==> config.mk <==
export PLATFORM = sky130hd
export DESIGN_NAME = bgp_path_attribute_parser_top
export DESIGN_NICKNAME = d
export VERILOG_FILES = /design/src/rtl/bgpap_pkg.sv /design/src/rtl/bgpap_front.sv /design/src/rtl/bgpap_queue.sv /design/src/rtl/bgpap_back.sv /design/src/rtl/bgp_path_attribute_parser_top.sv
export SDC_FILE = /design/constraint.sdc
export NUM_CORES = 1
export LEC_CHECK = 0
export BUFFER_PORTS_ARGS = -buffer_cell sky130_fd_sc_hd__buf_4
export CORE_ASPECT_RATIO = 1.25
export CORE_MARGIN = 2
export CORE_UTILIZATION = 45
export CTS_BUF_LIST = sky130_fd_sc_hd__clkbuf_8
export DETAILED_ROUTE_END_ITERATION = 16
export GPL_ROUTABILITY_DRIVEN = 1
export MAX_ROUTING_LAYER = met4
export PLACE_DENSITY_LB_ADDON = 0.12
export SLEW_MARGIN = 10
export SYNTH_ARGS = -nofsm -noshare
export SYNTH_HDL_FRONTEND = slang
export SYNTH_HIERARCHICAL = 1
export SYNTH_SLANG_ARGS = --single-unit
==> constraint.sdc <==
create_clock -name i_clk -period 11.6 [get_ports i_clk]
set_input_delay 1.16 -clock i_clk [delete_from_list [all_inputs] [get_ports i_clk]]
set_output_delay 1.16 -clock i_clk [all_outputs]
set_load 0.02 [all_outputs]
==> src/rtl/bgpap_pkg.sv <==
// Shared types and constants of the BGP path-attribute parser.
// Depends on nothing; used by every RTL module of the block.
`default_nettype none

package bgpap_pkg;

    // Result status codes.
    typedef enum logic [3:0] {
        STAT_OK          = 4'd0,
        STAT_ORIGIN_FLAG = 4'd1,
        STAT_ORIGIN_LEN  = 4'd2,
        STAT_ORIGIN_VAL  = 4'd3,
        STAT_DUP_ASPATH  = 4'd4,
        STAT_NEXTHOP_LEN = 4'd5,
        STAT_MED_LEN     = 4'd6,
        STAT_ATOMIC_LEN  = 4'd7,
        STAT_TRUNCATED   = 4'd8
    } t_status;

    // Attribute type codes.
    localparam logic [7:0] TYPE_ORIGIN    = 8'd1;
    localparam logic [7:0] TYPE_ASPATH    = 8'd2;
    localparam logic [7:0] TYPE_NEXTHOP   = 8'd3;
    localparam logic [7:0] TYPE_MED       = 8'd4;
    localparam logic [7:0] TYPE_LPREF     = 8'd5;
    localparam logic [7:0] TYPE_ATOMIC    = 8'd6;
    localparam logic [7:0] TYPE_COMMUNITY = 8'd8;

    // Attribute flag fields.
    localparam logic [7:0] FLAG_EXTLEN     = 8'h10;
    localparam logic [7:0] FLAG_CLASS_MASK = 8'hE0;
    localparam logic [7:0] FLAG_TRANSITIVE = 8'h40;

    localparam logic [7:0]  ORIGIN_MAX  = 8'd2;
    localparam logic [15:0] LEN_ORIGIN  = 16'd1;
    localparam logic [15:0] LEN_WORD    = 16'd4;

    // One byte after classification by the front end.
    typedef struct packed {
        logic [7:0] data;
        logic       last;
        logic       ext_len;
        logic       class_ok;
        logic       origin_bad;
    } t_item;

    // One result as produced by the back end.
    typedef struct packed {
        t_status     status;
        logic [1:0]  origin_code;
        logic [31:0] next_hop_addr;
        logic [31:0] med_value;
        logic [31:0] local_pref_value;
        logic        atomic_seen;
        logic        aspath_seen;
        logic        community_seen;
    } t_result;

endpackage

`default_nettype wire

==> src/rtl/bgpap_front.sv <==
// Front end of the parser: classifies each incoming byte before it is queued.
// Depends on bgpap_pkg for the item type and the flag constants.
`default_nettype none

module bgpap_front (
    input  wire logic           i_data_byte_valid,
    input  wire logic [7:0]     i_data_byte,
    input  wire logic           i_last_byte,
    input  wire logic           i_queue_ready,
    output bgpap_pkg::t_item    o_item,
    output logic                o_push,
    output logic                o_in_ready
);

    // The same byte may be a flag byte or an origin value; the back end picks
    // whichever precomputed view its parse phase needs.
    always_comb begin
        o_item.data       = i_data_byte;
        o_item.last       = i_last_byte;
        o_item.ext_len    = (i_data_byte & bgpap_pkg::FLAG_EXTLEN) != 8'd0;
        o_item.class_ok   = (i_data_byte & bgpap_pkg::FLAG_CLASS_MASK)
                            == bgpap_pkg::FLAG_TRANSITIVE;
        o_item.origin_bad = i_data_byte > bgpap_pkg::ORIGIN_MAX;
    end

    assign o_in_ready = i_queue_ready;
    assign o_push     = i_data_byte_valid & i_queue_ready;

endmodule

`default_nettype wire

==> src/rtl/bgpap_queue.sv <==
// Short register queue that decouples the front end from the back end.
// Depends on bgpap_pkg for the queued item type.
`default_nettype none

module bgpap_queue #(
    parameter int DEPTH = 4
) (
    input  wire logic              i_clk,
    input  wire logic              i_rst_n,
    input  wire logic              i_push,
    input  wire bgpap_pkg::t_item  i_item,
    output logic                   o_not_full,
    input  wire logic              i_pop,
    output logic                   o_not_empty,
    output bgpap_pkg::t_item       o_item
);

    localparam int PW = (DEPTH > 1) ? $clog2(DEPTH) : 1;
    localparam int CW = $clog2(DEPTH + 1);

    bgpap_pkg::t_item r_mem [DEPTH];
    logic [PW-1:0]    r_wr_ptr, n_wr_ptr;
    logic [PW-1:0]    r_rd_ptr, n_rd_ptr;
    logic [CW-1:0]    r_count,  n_count;

    assign o_not_full  = r_count != CW'(DEPTH);
    assign o_not_empty = r_count != CW'(0);
    assign o_item      = r_mem[r_rd_ptr];

    always_comb begin
        n_wr_ptr = r_wr_ptr;
        n_rd_ptr = r_rd_ptr;
        n_count  = r_count;
        if (i_push) begin
            n_wr_ptr = (r_wr_ptr == PW'(DEPTH - 1)) ? PW'(0) : r_wr_ptr + PW'(1);
        end
        if (i_pop) begin
            n_rd_ptr = (r_rd_ptr == PW'(DEPTH - 1)) ? PW'(0) : r_rd_ptr + PW'(1);
        end
        if (i_push && !i_pop) begin
            n_count = r_count + CW'(1);
        end else if (!i_push && i_pop) begin
            n_count = r_count - CW'(1);
        end
    end

    always_ff @(posedge i_clk) begin
        if (!i_rst_n) begin
            r_wr_ptr <= '0;
            r_rd_ptr <= '0;
            r_count  <= '0;
        end else begin
            r_wr_ptr <= n_wr_ptr;
            r_rd_ptr <= n_rd_ptr;
            r_count  <= n_count;
        end
    end

    always_ff @(posedge i_clk) begin
        if (i_push) begin
            r_mem[r_wr_ptr] <= i_item;
        end
    end

endmodule

`default_nettype wire

==> src/rtl/bgpap_back.sv <==
// Back end of the parser: attribute state machine, capture registers and the
// registered result. Depends on bgpap_pkg for types, codes and constants.
`default_nettype none

module bgpap_back (
    input  wire logic              i_clk,
    input  wire logic              i_rst_n,
    input  wire logic              i_item_valid,
    input  wire bgpap_pkg::t_item  i_item,
    output logic                   o_pop,
    output logic                   o_res_valid,
    input  wire logic              i_res_ready,
    output bgpap_pkg::t_result     o_res
);

    typedef enum logic [2:0] {
        PH_FLAG,
        PH_TYPE,
        PH_LENHI,
        PH_LENLO,
        PH_VALUE,
        PH_DRAIN
    } t_phase;

    t_phase             r_phase,  n_phase;
    logic               r_ext,    n_ext;
    logic               r_cls,    n_cls;
    logic [7:0]         r_type,   n_type;
    logic [15:0]        r_len,    n_len;
    logic [15:0]        r_cnt,    n_cnt;
    logic [31:0]        r_shift,  n_shift;
    logic [1:0]         r_origin, n_origin;
    logic [31:0]        r_nhop,   n_nhop;
    logic [31:0]        r_med,    n_med;
    logic [31:0]        r_lpref,  n_lpref;
    logic               r_atomic, n_atomic;
    logic               r_aspath, n_aspath;
    logic               r_comm,   n_comm;
    logic               r_out_valid;
    bgpap_pkg::t_result r_res;

    bgpap_pkg::t_status err;
    logic               emit;
    logic [15:0]        len_full;
    bgpap_pkg::t_result res;

    assign o_pop       = i_item_valid & (~r_out_valid | i_res_ready);
    assign o_res_valid = r_out_valid;
    assign o_res       = r_res;
    assign len_full    = {r_len[15:8], i_item.data};

    always_comb begin
        n_phase  = r_phase;
        n_ext    = r_ext;
        n_cls    = r_cls;
        n_type   = r_type;
        n_len    = r_len;
        n_cnt    = r_cnt;
        n_shift  = r_shift;
        n_origin = r_origin;
        n_nhop   = r_nhop;
        n_med    = r_med;
        n_lpref  = r_lpref;
        n_atomic = r_atomic;
        n_aspath = r_aspath;
        n_comm   = r_comm;
        err      = bgpap_pkg::STAT_OK;
        emit     = 1'b0;
        res      = r_res;

        if (o_pop) begin
            unique case (r_phase)
                PH_FLAG: begin
                    n_ext   = i_item.ext_len;
                    n_cls   = i_item.class_ok;
                    n_phase = PH_TYPE;
                end
                PH_TYPE: begin
                    n_type  = i_item.data;
                    n_len   = 16'd0;
                    n_phase = r_ext ? PH_LENHI : PH_LENLO;
                end
                PH_LENHI: begin
                    n_len   = {i_item.data, 8'd0};
                    n_phase = PH_LENLO;
                end
                PH_LENLO: begin
                    n_len   = len_full;
                    n_cnt   = 16'd0;
                    n_shift = 32'd0;
                    unique case (r_type)
                        bgpap_pkg::TYPE_ORIGIN: begin
                            if (!r_cls) begin
                                err = bgpap_pkg::STAT_ORIGIN_FLAG;
                            end else if (len_full != bgpap_pkg::LEN_ORIGIN) begin
                                err = bgpap_pkg::STAT_ORIGIN_LEN;
                            end
                        end
                        bgpap_pkg::TYPE_ASPATH: begin
                            if (r_aspath) begin
                                err = bgpap_pkg::STAT_DUP_ASPATH;
                            end else begin
                                n_aspath = 1'b1;
                            end
                        end
                        bgpap_pkg::TYPE_NEXTHOP: begin
                            if (len_full != bgpap_pkg::LEN_WORD) begin
                                err = bgpap_pkg::STAT_NEXTHOP_LEN;
                            end
                        end
                        bgpap_pkg::TYPE_MED: begin
                            if (len_full != bgpap_pkg::LEN_WORD) begin
                                err = bgpap_pkg::STAT_MED_LEN;
                            end
                        end
                        bgpap_pkg::TYPE_LPREF: begin
                            if (len_full != bgpap_pkg::LEN_WORD) begin
                                n_lpref = 32'd0;
                            end
                        end
                        bgpap_pkg::TYPE_ATOMIC: begin
                            if (len_full != 16'd0) begin
                                err = bgpap_pkg::STAT_ATOMIC_LEN;
                            end else begin
                                n_atomic = 1'b1;
                            end
                        end
                        bgpap_pkg::TYPE_COMMUNITY: begin
                            n_comm = len_full != 16'd0;
                        end
                        default: begin
                        end
                    endcase
                    if (err == bgpap_pkg::STAT_OK) begin
                        n_phase = (len_full != 16'd0) ? PH_VALUE : PH_FLAG;
                    end
                end
                PH_VALUE: begin
                    n_shift = {r_shift[23:0], i_item.data};
                    n_cnt   = r_cnt + 16'd1;
                    if (r_type == bgpap_pkg::TYPE_ORIGIN) begin
                        if (i_item.origin_bad) begin
                            err = bgpap_pkg::STAT_ORIGIN_VAL;
                        end else begin
                            n_origin = i_item.data[1:0];
                        end
                    end
                    if (err == bgpap_pkg::STAT_OK && n_cnt == r_len) begin
                        if (r_type == bgpap_pkg::TYPE_NEXTHOP) begin
                            n_nhop = n_shift;
                        end else if (r_type == bgpap_pkg::TYPE_MED) begin
                            n_med = n_shift;
                        end else if (r_type == bgpap_pkg::TYPE_LPREF
                                     && r_len == bgpap_pkg::LEN_WORD) begin
                            n_lpref = n_shift;
                        end
                        n_phase = PH_FLAG;
                    end
                end
                PH_DRAIN: begin
                end
                default: begin
                    n_phase = PH_FLAG;
                end
            endcase

            if (r_phase != PH_DRAIN) begin
                emit = (err != bgpap_pkg::STAT_OK) | i_item.last;
                res.status           = (err != bgpap_pkg::STAT_OK) ? err :
                                       ((n_phase == PH_FLAG) ? bgpap_pkg::STAT_OK
                                                             : bgpap_pkg::STAT_TRUNCATED);
                res.origin_code      = n_origin;
                res.next_hop_addr    = n_nhop;
                res.med_value        = n_med;
                res.local_pref_value = n_lpref;
                res.atomic_seen      = n_atomic;
                res.aspath_seen      = n_aspath;
                res.community_seen   = n_comm;
            end

            // A section end clears everything; an error alone waits for it.
            if (i_item.last) begin
                n_phase  = PH_FLAG;
                n_ext    = 1'b0;
                n_cls    = 1'b0;
                n_type   = 8'd0;
                n_len    = 16'd0;
                n_cnt    = 16'd0;
                n_shift  = 32'd0;
                n_origin = 2'd0;
                n_nhop   = 32'd0;
                n_med    = 32'd0;
                n_lpref  = 32'd0;
                n_atomic = 1'b0;
                n_aspath = 1'b0;
                n_comm   = 1'b0;
            end else if (err != bgpap_pkg::STAT_OK) begin
                n_phase = PH_DRAIN;
            end
        end
    end

    always_ff @(posedge i_clk) begin
        if (!i_rst_n) begin
            r_phase     <= PH_FLAG;
            r_ext       <= 1'b0;
            r_cls       <= 1'b0;
            r_type      <= 8'd0;
            r_len       <= 16'd0;
            r_cnt       <= 16'd0;
            r_shift     <= 32'd0;
            r_origin    <= 2'd0;
            r_nhop      <= 32'd0;
            r_med       <= 32'd0;
            r_lpref     <= 32'd0;
            r_atomic    <= 1'b0;
            r_aspath    <= 1'b0;
            r_comm      <= 1'b0;
            r_out_valid <= 1'b0;
        end else begin
            r_phase  <= n_phase;
            r_ext    <= n_ext;
            r_cls    <= n_cls;
            r_type   <= n_type;
            r_len    <= n_len;
            r_cnt    <= n_cnt;
            r_shift  <= n_shift;
            r_origin <= n_origin;
            r_nhop   <= n_nhop;
            r_med    <= n_med;
            r_lpref  <= n_lpref;
            r_atomic <= n_atomic;
            r_aspath <= n_aspath;
            r_comm   <= n_comm;
            if (emit) begin
                r_out_valid <= 1'b1;
            end else if (i_res_ready) begin
                r_out_valid <= 1'b0;
            end
        end
        if (emit) begin
            r_res <= res;
        end
    end

endmodule

`default_nettype wire

==> src/rtl/bgp_path_attribute_parser_top.sv <==
// Top level of the BGP path-attribute parser: front end, queue and back end.
// Depends on bgpap_pkg, bgpap_front, bgpap_queue and bgpap_back.
`default_nettype none

// The block reads the path-attribute section of a BGP UPDATE one byte per
// request and returns one result request per section: on the byte marked as
// last, or at the first malformed attribute, whichever comes first. Bytes
// after an error are consumed silently until the last byte of that section.
// A byte is accepted on every cycle in which o_in_ready is high, so the
// sustained rate is one byte per clock. The front end classifies each byte and
// writes it into a small register queue of QUEUE_DEPTH entries; the back end
// drains that queue at one byte per cycle through the attribute state machine
// and loads the result into an output register. With an empty queue and a
// free output, the deciding byte goes through the queue into the back end,
// whose output register then raises o_out_valid. While a result waits for
// i_out_ready the back end holds, and the queue absorbs up to QUEUE_DEPTH
// further bytes before o_in_ready drops. Captured values (next hop, MED,
// local preference) are big-endian and are updated only once all four of
// their bytes have arrived; a local preference of another length is cleared.
module bgp_path_attribute_parser_top #(
    parameter int QUEUE_DEPTH = 4
) (
    input  wire logic        i_clk,
    input  wire logic        i_rst_n,
    input  wire logic        i_in_valid,
    output logic             o_in_ready,
    input  wire logic [7:0]  i_data_byte,
    input  wire logic        i_last_byte,
    output logic             o_out_valid,
    input  wire logic        i_out_ready,
    output logic [3:0]       o_status,
    output logic [1:0]       o_origin_code,
    output logic [31:0]      o_next_hop_addr,
    output logic [31:0]      o_med_value,
    output logic [31:0]      o_local_pref_value,
    output logic             o_atomic_seen,
    output logic             o_aspath_seen,
    output logic             o_community_seen
);

    bgpap_pkg::t_item   front_item;
    bgpap_pkg::t_item   queue_item;
    bgpap_pkg::t_result res;
    logic               push;
    logic               pop;
    logic               queue_not_full;
    logic               queue_not_empty;

    // Classify the byte so that the back end only selects precomputed tests.
    bgpap_front u_front (
        .i_data_byte_valid (i_in_valid),
        .i_data_byte       (i_data_byte),
        .i_last_byte       (i_last_byte),
        .i_queue_ready     (queue_not_full),
        .o_item            (front_item),
        .o_push            (push),
        .o_in_ready        (o_in_ready)
    );

    // The queue lets input keep flowing while a result is held at the output.
    bgpap_queue #(
        .DEPTH (QUEUE_DEPTH)
    ) u_queue (
        .i_clk       (i_clk),
        .i_rst_n     (i_rst_n),
        .i_push      (push),
        .i_item      (front_item),
        .o_not_full  (queue_not_full),
        .i_pop       (pop),
        .o_not_empty (queue_not_empty),
        .o_item      (queue_item)
    );

    // The back end parses the attributes and owns the result register.
    bgpap_back u_back (
        .i_clk        (i_clk),
        .i_rst_n      (i_rst_n),
        .i_item_valid (queue_not_empty),
        .i_item       (queue_item),
        .o_pop        (pop),
        .o_res_valid  (o_out_valid),
        .i_res_ready  (i_out_ready),
        .o_res        (res)
    );

    assign o_status           = res.status;
    assign o_origin_code      = res.origin_code;
    assign o_next_hop_addr    = res.next_hop_addr;
    assign o_med_value        = res.med_value;
    assign o_local_pref_value = res.local_pref_value;
    assign o_atomic_seen      = res.atomic_seen;
    assign o_aspath_seen      = res.aspath_seen;
    assign o_community_seen   = res.community_seen;

endmodule

`default_nettype wire

# Word level (Yosys, flattened, before mapping)
# Memories as Yosys holds them, arrays and structs flattened. A register that Yosys moved wholly into a read port is not among the register bits.
# Index checks and enable logic that the tools add are counted.
# word_totals
regBits	283
ramBits	48
input_bits	13
output_inout_bits	107
word_cells	167
n_memories	1
# op_classes
add_sub_neg	5
magnitude_cmp	1
n_eq_ne	22
n_mux	80
n_bitwise	5
reduce_logical	26
# mem_list
name	depth	width	rd	rd_clocked_by_memory_dff	wr	line	rtl
u_queue.r_mem	4	12	1	1	1	bgpap_queue.sv:21	bgpap_pkg::t_item r_mem [DEPTH];
# op_table
op	n
2-to-1 mux 32 bit	16
case mux 32 bit (2 select lines)	1
case mux 16 bit (3 select lines)	1
case mux 24 bit (2 select lines)	1
2-to-1 mux 3 bit	12
2-to-1 mux 4 bit	9
2-to-1 mux 16 bit	2
case mux 16 bit (2 select lines)	1
equality test 8 x 3 -> 1 bit, second input constant	3
2-to-1 mux 24 bit	1
2-to-1 mux 1 bit	21
2-to-1 mux 2 bit	10
case mux 4 bit (5 select lines)	1
case mux 3 bit (6 select lines)	1
adder 16 x 1 -> 16 bit, second input constant	1
equality test 16 bit	1
equality test 16 x 3 -> 1 bit, second input constant	1
equality test 8 x 2 -> 1 bit, second input constant	2
2-to-1 mux 8 bit	2
!= test 16 x 1 -> 1 bit, second input constant	1
!= test 16 x 3 -> 1 bit, second input constant	1
nonzero test 16 bit	1
equality test 3 x 2 -> 1 bit, second input constant	3
nonzero test 3 bit	3
other kinds (23)	43

# Longest topological paths before layout
# logic_depth
depth_word	13
depth_mapped	13
ltp_nobuf	10

# Hierarchy
# The synthesis kept the hierarchy.
# modules_own_cells
module	instances	cells_per_inst	area_per_inst_um2	seq_area_each_um2
bgpap_back	1	1364	13205.2	6576.3
bgpap_queue	1	107	2194.6	1621.6
bgpap_front	1	16	120.1	0.0

# Worst setup path after synthesis
# Ideal clock, no wire load.
# synth_path
kind	reg2reg
start	register (tool-made name)
end	register u_back.r_res, in the netlist u_back/o_res[0], enable pin
setup_time_ns	0.570
arrival_time_ns	6.360
required_time_ns	11.030
setup_slack_ns	4.670
stages_incl_launch_ff	11
n_path_buf	2
period_less_slack_ns	6.930
path_cell_list	dfxtp_1 -> buf_6 -> mux4_2 -> clkbuf_1 -> nor4b_1 -> nand4_1 -> a21oi_1 -> a21oi_1 -> or3_1 -> o21ai_0 -> nor2_1
# synth_lines
item	line	rtl
end signal: assignment	bgpap_back.sv:242	r_res <= res;
end: declaration	bgpap_back.sv:40	bgpap_pkg::t_result r_res;

==> run summary <==
RSZ-0062 raised after global routing: no
antenna viol nets, final: 0
filler cell count: 3143
static leakage: 6.17 nW
worst r2r path cells: 9
main flop type after synthesis: dfxtp_1
CP Data Arrival Time: 5.09 ns
Setup violations, final: 0
First-pass DRT Iterations: 6
Synth Net Count: 1508
Sink Count: 333
fin. max-slew vios: 0
hold slack: 0.496 ns
aggregate global routing overflow: 0
Crit Path Class: reg2reg
max cap viols: 0
1st-iter DRT viols: 1314
crit path time final: 4.88 ns
multi-input logic area: 0.00658 mm^2
Initial Util: 45.3%
hold_buf cts: 0
Die Wd: 170 um
Antenna diodes: 0
Skew-Pair Late Insertion Delay: 0.61 ns
setup TNS: 0 ns
cell count after synthesis: 1487
DP HPWL: 27200 um
worst hold path depth: 2
Reg area: 0.00820 mm^2
Post-CTS Resized: 0
first-pass GRT wire length: 66600 um
number of synthesized flops with an enable pin: 153
Hold EP: u_back/r_nhop[27]
worst slew pin tran: 1.05 ns
Slew headroom: 29.9%
Synth area leader: edfxtp_1
final period utilization: 42.0%
gp weighted congestion: 0.871
sequential-to-total area share from yosys stat: 52.8%
status: complete, no violations
largest net degree at the start of global routing: 101
count leader, synth: nand3_1
ranking of synthesized cells by area: edfxtp_1 (30%), dfxtp_1 (23%), nand3_1 (6.8%), o211ai_1 (4.8%), mux2_1 (4.1%)
TritonCTS buffer count: 52
list of most frequent post-synthesis cells: nand3_1 (212), dfxtp_1 (180), edfxtp_1 (153)
Core Area: 0.0342 mm^2
Rows: 76
IR drop worst, VDD: 213 uV
DR WL/cell: 21.7 um
Critical Path Fanout Max: 77
# IOs: 120
CTS tree: built
Syn Area/Cell: 10.4 um^2
asr flop ratio synth: 0%
r2r endpoint: u_back/o_res[73]
post-CTS setup buffers: 0
synth unique cells: 74
Reg clk slew, reported paths: 0.06 ns
die area: 0.0360 mm^2
Routed WL: 43500 um
vias in the first global route: 11400
DRC Markers: 0
synth warn: 6
Vert. Die Dim: 212 um
Synth Cell Area: 0.0155 mm^2
Crit. End Element: flip-flop
worst hold start: u_back/r_nhop[27]
total number of vias: 12100
Synth Register Bits: 333
endpoints failing hold: 0
CP required: 11.81 ns
top cell type's share of synthesized area: 29.6%
total track usage: 24.6%
post-route insts no fill: 2010
Peak Freq: 205 MHz
number of port buffers: 119
Power Dens Cells: 208 mW/mm^2
Area Growth Syn to Fin: 12.7%
Cells after DPL: 1912
via/cell ratio: 6.03
fin nets: 1558
CTS Buffer Depth: 3
clock root buffer: clkbuf_8
Hold Path Class: reg2reg
H-Tree Level Count: 2
Setup Skew: 0.0288 ns
R2R Setup Slk: 6.72 ns
antenna violations before repair: 0
layout cell share with drive strength beyond 1: 16.8%
Worst setup SP type: flip-flop
## per-stage QoR
stage | worst slack, ns | cell area [um^2] | util (%) | power [mW]
after floorplan | 4.67 | 15500 | - | 2.24
after global placement | 6.76 | 16500 | 48.1 | 2.69
after detailed placement | 6.64 | 16500 | 48.1 | 2.70
after CTS | 6.59 | 17500 | 51.1 | 3.68
after global routing | 6.29 | 17500 | 51.1 | 3.81
final | 6.72 | 17500 | 51.1 | 3.64
## routing by layer
| layer | vias to the layer above | part of all wire [%] | GRT usage [%] | routed length, um |
|---|---|---|---|---|
| li1 | 5722 | - | - | - |
| met5 | - | 0 | - | 0 |
| met2 | 391 | 50 | 41.4 | 22000 |
| met1 | 5943 | 42 | 30.9 | 18400 |
| met4 | 0 | 2.7 | 8.05 | 1200 |
| met3 | 74 | 4.5 | 2.90 | 1970 |
## worst max path at each step
stage / start / to / slack, ns / cells past startpoint
3_3_place_gp: flip-flop / u_back/o_res[65] / 6.76 / 9
3_5_place_dp: flip-flop / u_back/o_res[66] / 6.64 / 9
6_report: flip-flop / u_back/o_res[73] / 6.72 / 9
2_1_floorplan: flip-flop / u_back/o_res[0] / 4.67 / 10
4_1_cts: flip-flop / u_back/o_res[64] / 6.59 / 9
5_1_grt: flip-flop / u_back/o_res[67] / 6.29 / 9
## flip-flops by register name, summed over array words and instances (netlist names), 3 cells and up, named ones only
signal / cells
u_queue/r_count: 3
u_back/r_cnt: 16
u_back/r_lpref: 32
u_back/o_res: 105
u_queue/r_mem: 48
u_back/r_phase: 3
u_back/r_shift: 24
u_back/r_len: 16
u_back/r_type: 8
u_back/r_nhop: 32
u_back/r_med: 32
## cell families after synthesis
kind of cell | after synthesis | synth area share, %
AOI/OAI and AO/OA | 279 | 12.6
DFF | 333 | 52.8
adders and majority gates | 8 | 0.693
muxes | 90 | 7.36
buffers and inverters | 164 | 5.22
and+or+nand+nor | 588 | 19.9
xor gates and xnor gates | 25 | 1.41
## critical path: stages, from the launching register on
cell and delay, ns:
dfxtp_1 0.83, mux4_1 0.69, nor4bb_1 0.36, a211oi_1 0.12
o21bai_1 0.19, and3_1 0.20, or3_1 0.21, o21ai_0 0.16
nor2_4 0.72, buf_4 0.90
## power by group
group	internal, mW	switching [mW]	total (mW)
Clock	0.499	0.468	0.967
Combinational	0.322	0.794	1.12
Sequential	1.45	0.109	1.55
Total	2.27	1.37	3.64
## cell usage in the layout, fill, tap and decap left out, types with 12 or more instances in the layout
master,instances
edfxtp_1,153
nor2_1,79
a21oi_1,61
a22o_1,32
nor3_1,26
nor2b_1,12
clkbuf_8,57
nor4_1,12
a22oi_1,19
o21ai_0,20
xnor2_1,16
inv_1,33
mux2_1,56
dfxtp_1,180
nand4_1,39
and4_1,26
buf_4,148
o211ai_1,100
nand2_1,107
nand3_1,212
## final cells by class
cell class	instances	share of cell area (%)
Clock buffer	57	4.49
Clock inverter	41	1.31
Inverter	12	0.258
Multi-Input combinational cell	990	37.6
Sequential cell	333	46.9
Tap cell	429	3.07
Timing Repair Buffer	148	6.35
(Power assumes the default switching activity.)
